**src/rtl/bbbr_pkg.sv**
```systemverilog
// Package: shared types and constants of the byte buffer bit reader.
`timescale 1ns / 1ps
package bbbr_pkg;
	localparam int BufDepth = 4096;
	localparam int AddrW    = $clog2(BufDepth);
	localparam int LenW     = $clog2(BufDepth + 1);

	typedef enum logic [1:0] {
		OP_RESTART = 2'd0,
		OP_APPEND  = 2'd1,
		OP_READ_LE = 2'd2,
		OP_READ_BE = 2'd3
	} opcode_t;

	typedef enum logic [1:0] {
		ST_OK    = 2'd0,
		ST_WIDE  = 2'd1,
		ST_ENDED = 2'd2
	} status_t;

	localparam logic [63:0] WideValue = 64'h0000_0000_FFFF_FFFF;
	localparam logic [6:0]  MaxWidth  = 7'd64;

	// request queued between front and back
	typedef struct packed {
		opcode_t    op;
		logic [7:0] data;
		logic [6:0] width;
	} req_t;

	typedef enum logic [1:0] {
		EX_IDLE,
		EX_FETCH,
		EX_CHUNK,
		EX_DONE
	} ex_state_t;
endpackage

```
**src/rtl/bbbr_front.sv**
```systemverilog
// Front end: request intake and a two-entry queue toward the back end.
`timescale 1ns / 1ps
module bbbr_front import bbbr_pkg::*; (
	input  logic       clk,
	input  logic       arst_n,
	input  logic       in_valid,
	output logic       in_ready,
	input  req_t       in_req,
	output logic       q_valid,
	input  logic       q_ready,
	output req_t       q_req
);
	req_t       mem_q [2];
	logic       wr_q, rd_q;
	logic [1:0] cnt_q;
	logic       push, pop;

	assign in_ready = (cnt_q != 2'd2);
	assign q_valid  = (cnt_q != 2'd0);
	assign q_req    = mem_q[rd_q];
	assign push     = in_valid && in_ready;
	assign pop      = q_valid && q_ready;

	// store incoming requests
	always_ff @(posedge clk) begin
		if (push) mem_q[wr_q] <= in_req;
	end

	// advance pointers and fill count
	always_ff @(posedge clk or negedge arst_n) begin
		if (!arst_n) begin
			wr_q  <= 1'b0;
			rd_q  <= 1'b0;
			cnt_q <= 2'd0;
		end else begin
			if (push) wr_q <= ~wr_q;
			if (pop)  rd_q <= ~rd_q;
			cnt_q <= cnt_q + {1'b0, push} - {1'b0, pop};
		end
	end
endmodule

```
**config.mk**
```make
export PLATFORM = sky130hd
export DESIGN_NAME = bbbr_front
export DESIGN_NICKNAME = d
export VERILOG_FILES = /design/src/rtl/bbbr_pkg.sv /design/src/rtl/bbbr_front.sv
export SDC_FILE = /design/constraint.sdc
export NUM_CORES = 1
export LEC_CHECK = 0
export ABC_AREA = 0
export BUFFER_PORTS_ARGS = -buffer_cell sky130_fd_sc_hd__buf_2
export CAP_MARGIN = 10
export CELL_PAD_IN_SITES_DETAIL_PLACEMENT = 0
export CELL_PAD_IN_SITES_GLOBAL_PLACEMENT = 1
export CORE_UTILIZATION = 30
export CTS_BUF_LIST = sky130_fd_sc_hd__clkbuf_8
export DETAILED_ROUTE_END_ITERATION = 10
export HOLD_SLACK_MARGIN = 0.1
export PLACE_DENSITY_LB_ADDON = 0.12
export SYNTH_ARGS = -nofsm -noshare
export SYNTH_HDL_FRONTEND = slang
export SYNTH_SLANG_ARGS = --single-unit
```
**constraint.sdc**
```tcl
create_clock -name clk -period 4.6 [get_ports clk]
set_input_delay 0.46 -clock clk [delete_from_list [all_inputs] [get_ports clk]]
set_output_delay 0.46 -clock clk [all_outputs]
set_load 0.03 [all_outputs]
```
==> results by group, run 1 <==
Drt
  • Vias: between 700 and 800
  • Via density: 4.40
  • Final wirelength: approximately 2400 um
  • Post-route ant nets: 0
  • 1st-pass router iterations: 9
  • # DRC: 2
  • Initial DRC count: 40
  • Average routed wire per standard cell: 14.1 um

Synth
  • Synthesized instance count: 70
  • Synth warn: 0
  • Register area share after synthesis: about four fifths
  • Post-synth cell types: 14
  • Mapped Nets: 93
  • Mapped Avg Cell Area: 20.5 um2
  • Synthesized cell area: 1430 um2
  • Synthesized flop and latch total: 38

Worst hold path
  • Hold Startpoint: in_req[0]
  • Hold Crit Class: input port to register

Worst setup path
  • Element type at the critical path start: register
  • Max FO, Critical Path: 18
  • Data required, critical path: approximately 4.1 ns
  • Crit path DAT: approximately 1.7 ns
  • FF-to-FF Start: cnt_q[1]
  • Crit end category: output port
  • Setup Crit Path Kind: register to output port
  • Crit path from: rd_q

Pwr
  • Maximum vdd ir drop: 396 uV
  • Power Dens Cells: slightly above 700 nW/um2
  • Leak: between 0.7 and 0.8 nW

STA
  • Worst Tran Pin Value: 0.894 ns
  • Share of the clock period used by the worst path: roughly 48%
  • Final setup violation count: 0
  • Setup WS post-layout: between 2 and 2.5 ns
  • Slew margin rel.: 40.4%
  • Unrepaired setup endpoints after global routing: false
  • Fmax: around 460 MHz
  • Max Slew Vio Count: 0
  • Final Hold Fails: 0
  • Post-Route Skew: 0.00658 ns
  • Final TNS setup: 0 ns
  • Tmin final: 2.19 ns

Floorplan
  • Die H: 71.1 um
  • Die width: 71.1 um
  • Die area: 5060 um2
  • Io pins: 40
  • Starting Density: 32.0%
  • Row cnt: 24
  • Core area: 4470 um2

Finish
  • Final-stage net count: 138
  • Register area: 1120 um2
  • Layout area overhead: 26.7%
  • Share of cells above drive strength 1: between 50 and 60%
  • Filler cells: 419
  • # diodes: 0
  • Most frequent cells in the layout: buf_2 (39), edfxtp_1 (34), mux2_2 (17), clkbuf_8 (5), dfrtp_1 (4)
  • Fin util: 40.6%
  • Footprint of the multi-input gates: 289 um2
  • Most common cell after layout, fill and taps aside: buf_2

Placed design
  • IO buf count: 39
  • Pre-CTS setup slack: between 2 and 3 ns
  • Gpl congestion: 0.597
  • Hpwl dp: 1510 um

GRT
  • First-pass GRT wire length: 3870 um
  • Total gr overflow: 0
  • Largest net degree at the start of global routing: 19
  • GR Util All Layers: 10.7%
  • Initial antenna violation count: 0
  • Vias in the first global route: 785

Outcome
  • Status: finished, violations left
  • Violated checks: DRC

Clock network
  • Post CTS Setup Buffer Count: 0
  • Worst-Skew Late Latency: 0.29 ns
  • CTS sink cnt: 38
  • CTS max path bufs: 2
  • CTS buffer count: 5
  • Clk pin slew, worst setup/hold paths: 0.08 ns
  • H-tree Lvls: 2
  • Clk root buf: clkbuf_8
  • TritonCTS clock tree: built

Job
  • Max Cap Violations: 0
[synth_stat cells]
cell type   n  area (um2)
edfxtp_1   34        1020
xor2_1      1        8.76
inv_1       1        3.75
and2_4      1        8.76
buf_6       2        22.5
nor2_1      1        3.75
xnor2_1     3        26.3
dfrtp_1     4         100
mux2_2     17         191
and3_1      1        6.26
ha_1        2        25.0
nand2b_1    1        6.26
nand2_1     1        3.75
or2_1       1        6.26
[report_power, final]
part | switching [mW] | internal, mW
clock | 0.114 | 0.215
combinational | 0.269 | 0.165
sequential | 0.0543 | 0.477
[path summary, 6_finish.rpt]
check                          endpoint  slack, ns  cells past startpoint
max                           q_req[10]       2.41                      2
min                         mem_q[1][0]       0.36                      1
max reg2reg                mem_q[0][14]       2.88                      3
min reg2reg                        wr_q       0.51                      1
max in group asynchronous          rd_q       3.97                      2
min in group asynchronous      cnt_q[0]       0.51                      2
[critical path, stage by stage (launching register included)]
cell,delay (ns)
dfrtp_1,0.85
mux2_2,0.42
buf_2,0.18
[through the flow]
step | instance area (um2) | hold slack [ns] | power, mW | cells
after floorplan | 1430 | 0.164 | 0.875 | 70
after global placement | 1670 | 0.273 | 0.978 | 159
after detailed placement | 1670 | 0.278 | 0.983 | 159
after CTS | 1820 | 0.343 | 1.32 | 168
after global routing | 1820 | 0.340 | 1.37 | 168
final | 1820 | 0.356 | 1.29 | 168
[logic make-up after synthesis]
family | after synthesis | share of synthesized area (%)
adders and majority gates | 2 | 1.74
and+or+nand+nor | 6 | 2.44
muxes | 17 | 13.4
xor gates and xnor gates | 4 | 2.44
DFF | 38 | 78.2
buffers and inverters | 3 | 1.83
[flip-flops by register name, indices dropped and copies added (netlist names)]
register and count:
mem_q 34, wr_q 1, cnt_q 2, rd_q 1
[metal layers]
metal | track usage, % | wire, um | up-vias
met5 | 0 | 0 | -
met4 | 6.00 | 55 | 0
met3 | 4.84 | 142 | 6
met2 | 16.0 | 1100 | 22
met1 | 12.7 | 1060 | 358
li1 | - | - | 354
[area by class of cell]
type / instances / area share [%]
clock buffer: 5 / 3.79
timing repair buffer: 40 / 11.3
tap: 52 / 3.58
inverter: 1 / 0.207
clock inverter: 3 / 3.51
sequential: 38 / 61.7
multi-input combinational: 29 / 15.9
[repair_timing]
| item | CTS | global route |
|---|---|---|
| gates resized for setup | 0 | 0 |
| hold buffers | 1 | 0 |
| hold endpoints to repair | 4 | 0 |
Note: power is estimated with default switching activity, not from simulation.
==> run 2, diff against run 1 <==
==> constraint.sdc (replaced) <==
create_clock -name clk -period 2 [get_ports clk]
set_input_delay 0.2 -clock clk [delete_from_list [all_inputs] [get_ports clk]]
set_output_delay 0.2 -clock clk [all_outputs]
set_load 0.03 [all_outputs]
==> results by group, run 2 (synthesis results as in run 1) <==
STA
  • Post-Route Skew: 0.00716 ns (+0.000585 ns)
  • Hold WS: 0.105 ns (-0.251 ns)
  • Unrepaired setup endpoints after global routing: false
  • Final TNS setup: 0 ns (unchanged)
  • Max Slew Vio Count: 0 (unchanged)
  • Slew margin rel.: 78.2% (+38 points)
  • Final Hold Fails: 0 (unchanged)
  • Tmin final: 1.76 ns
  • Share of the clock period used by the worst path: 87.9%
  • Setup WS post-layout: 0.243 ns (-2.16 ns)
  • Worst Tran Pin Value: 0.326 ns (-0.568 ns)
  • Fmax: 569 MHz
  • Final setup violation count: 0 (unchanged)

Placed design
  • Hpwl dp: 1770 um (+17%)
  • Placed Cells: 165 (+3.8%)
  • IO buf count: 39 (unchanged)
  • Gpl congestion: 0.588 (-1.5%)
  • Pre-CTS setup slack: 0.310 ns (-2.35 ns)
  • Area post-placement: 1720 um2 (+2.7%)

GRT
  • Total gr overflow: 0 (unchanged)
  • First-pass GRT wire length: 4200 um (+8.4%)
  • Vias in the first global route: 892 (+14%)
  • Initial antenna violation count: 0 (unchanged)
  • GR Util All Layers: 11.6% (+0.95 points)
  • Largest net degree at the start of global routing: 12 (-7)

Worst setup path
  • Crit path from: rd_q
  • Element type at the critical path start: register
  • Max FO, Critical Path: 7 (-11)
  • Crit path DAT: 1.56 ns (-0.17 ns)
  • FF-to-FF Start: cnt_q[1]
  • Data required, critical path: 1.80 ns (-2.34 ns)
  • Crit end category: output port
  • Setup Crit Path Kind: register to output port

Finish
  • # diodes: 0 (unchanged)
  • Fin util: 43.4% (+2.8 points)
  • Cell area after layout: 1940 um2 (+6.8%)
  • Most common cell after layout, fill and taps aside: buf_2
  • Most flops, register: mem_q
  • Non-Filler Instances: 187 (+11%)
  • Most frequent cells in the layout: buf_2 (39), edfxtp_1 (34), mux2_2 (17), dlygate4sd3_1 (14), buf_4 (6)
  • Largest registers: mem_q: 34 flops, cnt_q: 2 flops
  • Layout area overhead: 35.3%
  • Max reg flops: 34 (unchanged)
  • Final-stage net count: 157 (+14%)
  • Share of cells above drive strength 1: 51.9% (-4.2 points)

Clock network
  • TritonCTS clock tree: built
  • Post CTS Setup Buffer Count: 0 (unchanged)
  • H-tree Lvls: 2 (unchanged)
  • Clk pin slew, worst setup/hold paths: 0.07 ns (about the same)
  • Clk root buf: clkbuf_8
  • CTS sink cnt: 38 (unchanged)
  • CTS max path bufs: 2 (unchanged)
  • CTS buffer count: 5 (unchanged)
  • Worst-Skew Late Latency: 0.29 ns (about the same)

Floorplan
  • Die area: 5060 um2 (unchanged)
  • Row cnt: 24 (unchanged)
  • Die H: 71.1 um (unchanged)
  • Die width: 71.1 um (unchanged)
  • Core area: 4470 um2 (unchanged)
  • Starting Density: 32.0% (unchanged)
  • Io pins: 40 (unchanged)

Outcome
  • Status: finished, violations left
  • Violated checks: DRC

Pwr
  • Pwr Total: 2.80 mW (+120%)
  • Leak: 0.767 nW (+9.4%)
  • Power Dens Cells: 1440 nW/um2 (+100%)
  • Maximum vdd ir drop: 629 uV (+59%)

Worst hold path
  • Hold Crit Class: input port to register
  • Hold Startpoint: in_req[2]

Job
  • Max Cap Violations: 0 (unchanged)

Drt
  • Final wirelength: 2520 um (+6.7%)
  • # DRC: 2 (unchanged)
  • Post-route ant nets: 0 (unchanged)
  • Initial DRC count: 22 (-45%)
  • Vias: 818 (+11%)
  • 1st-pass router iterations: 9 (unchanged)
  • Via density: 4.37 (-0.69%)
  • Average routed wire per standard cell: 13.5 um (-4.1%)
[run 2: cell types whose count changed in the layout (fill, tap and decap cells not counted), sizes merged]
cell	change
dlygate4sd3	+13
bufinv	-2
clkinv	+1
buf	+6
inv	+1
[run 2: cell type report]
| class | instances | area (um2) |
|---|---|---|
| clock buffer | 5 | 68.8 |
| sequential | 38 | 1120 |
| fill | 432 | 2530 |
| tap | 52 | 65.1 |
| timing repair buffer | 59 | 380 |
| multi-input combinational | 29 | 289 |
| inverter | 1 | 3.75 |
| clock inverter | 3 | 12.5 |
[run 2: path summary, 6_finish.rpt]
path                               endpoint  slack, ns  cells past startpoint
worst max register to register     cnt_q[1]       0.30                      7
worst min register to register         wr_q       0.52                      1
worst min-delay path            mem_q[1][2]       0.10                      1
min in group asynchronous              wr_q       0.25                      2
max in group asynchronous          cnt_q[0]       1.63                      2
worst max-delay path              q_req[14]       0.24                      3
[run 2: per-layer routing]
metal / vias up / part of all wire (%) / wire, um / track usage (%)
li1: 391 / - / - / -
met1: 397 / 42 / 1060 / 13.5
met2: 22 / 50 / 1260 / 18.9
met3: 8 / 5.1 / 129 / 3.42
met4: 0 / 2.7 / 67 / 7.33
met5: - / 0 / 0 / 0
[run 2: what timing repair did]
item,in CTS,in global routing
setup endpoints to repair,0,0
endpoints found under the hold margin,27,2
resized for setup,0,0
hold buffers,13,1
[run 2: critical path, stage by stage, from the launching register on]
cell,delay [ns]
dfrtp_1,0.52
buf_4,0.23
mux2_2,0.34
buf_2,0.18
[run 2: power breakdown]
| part | leakage [nW] | internal [mW] | switching (mW) |
|---|---|---|---|
| sequential | 0.362 | 1.10 | 0.0821 |
| clock | 0.0468 | 0.234 | 0.253 |
| combinational | 0.358 | 0.453 | 0.686 |
| total | 0.767 | 1.78 | 1.02 |
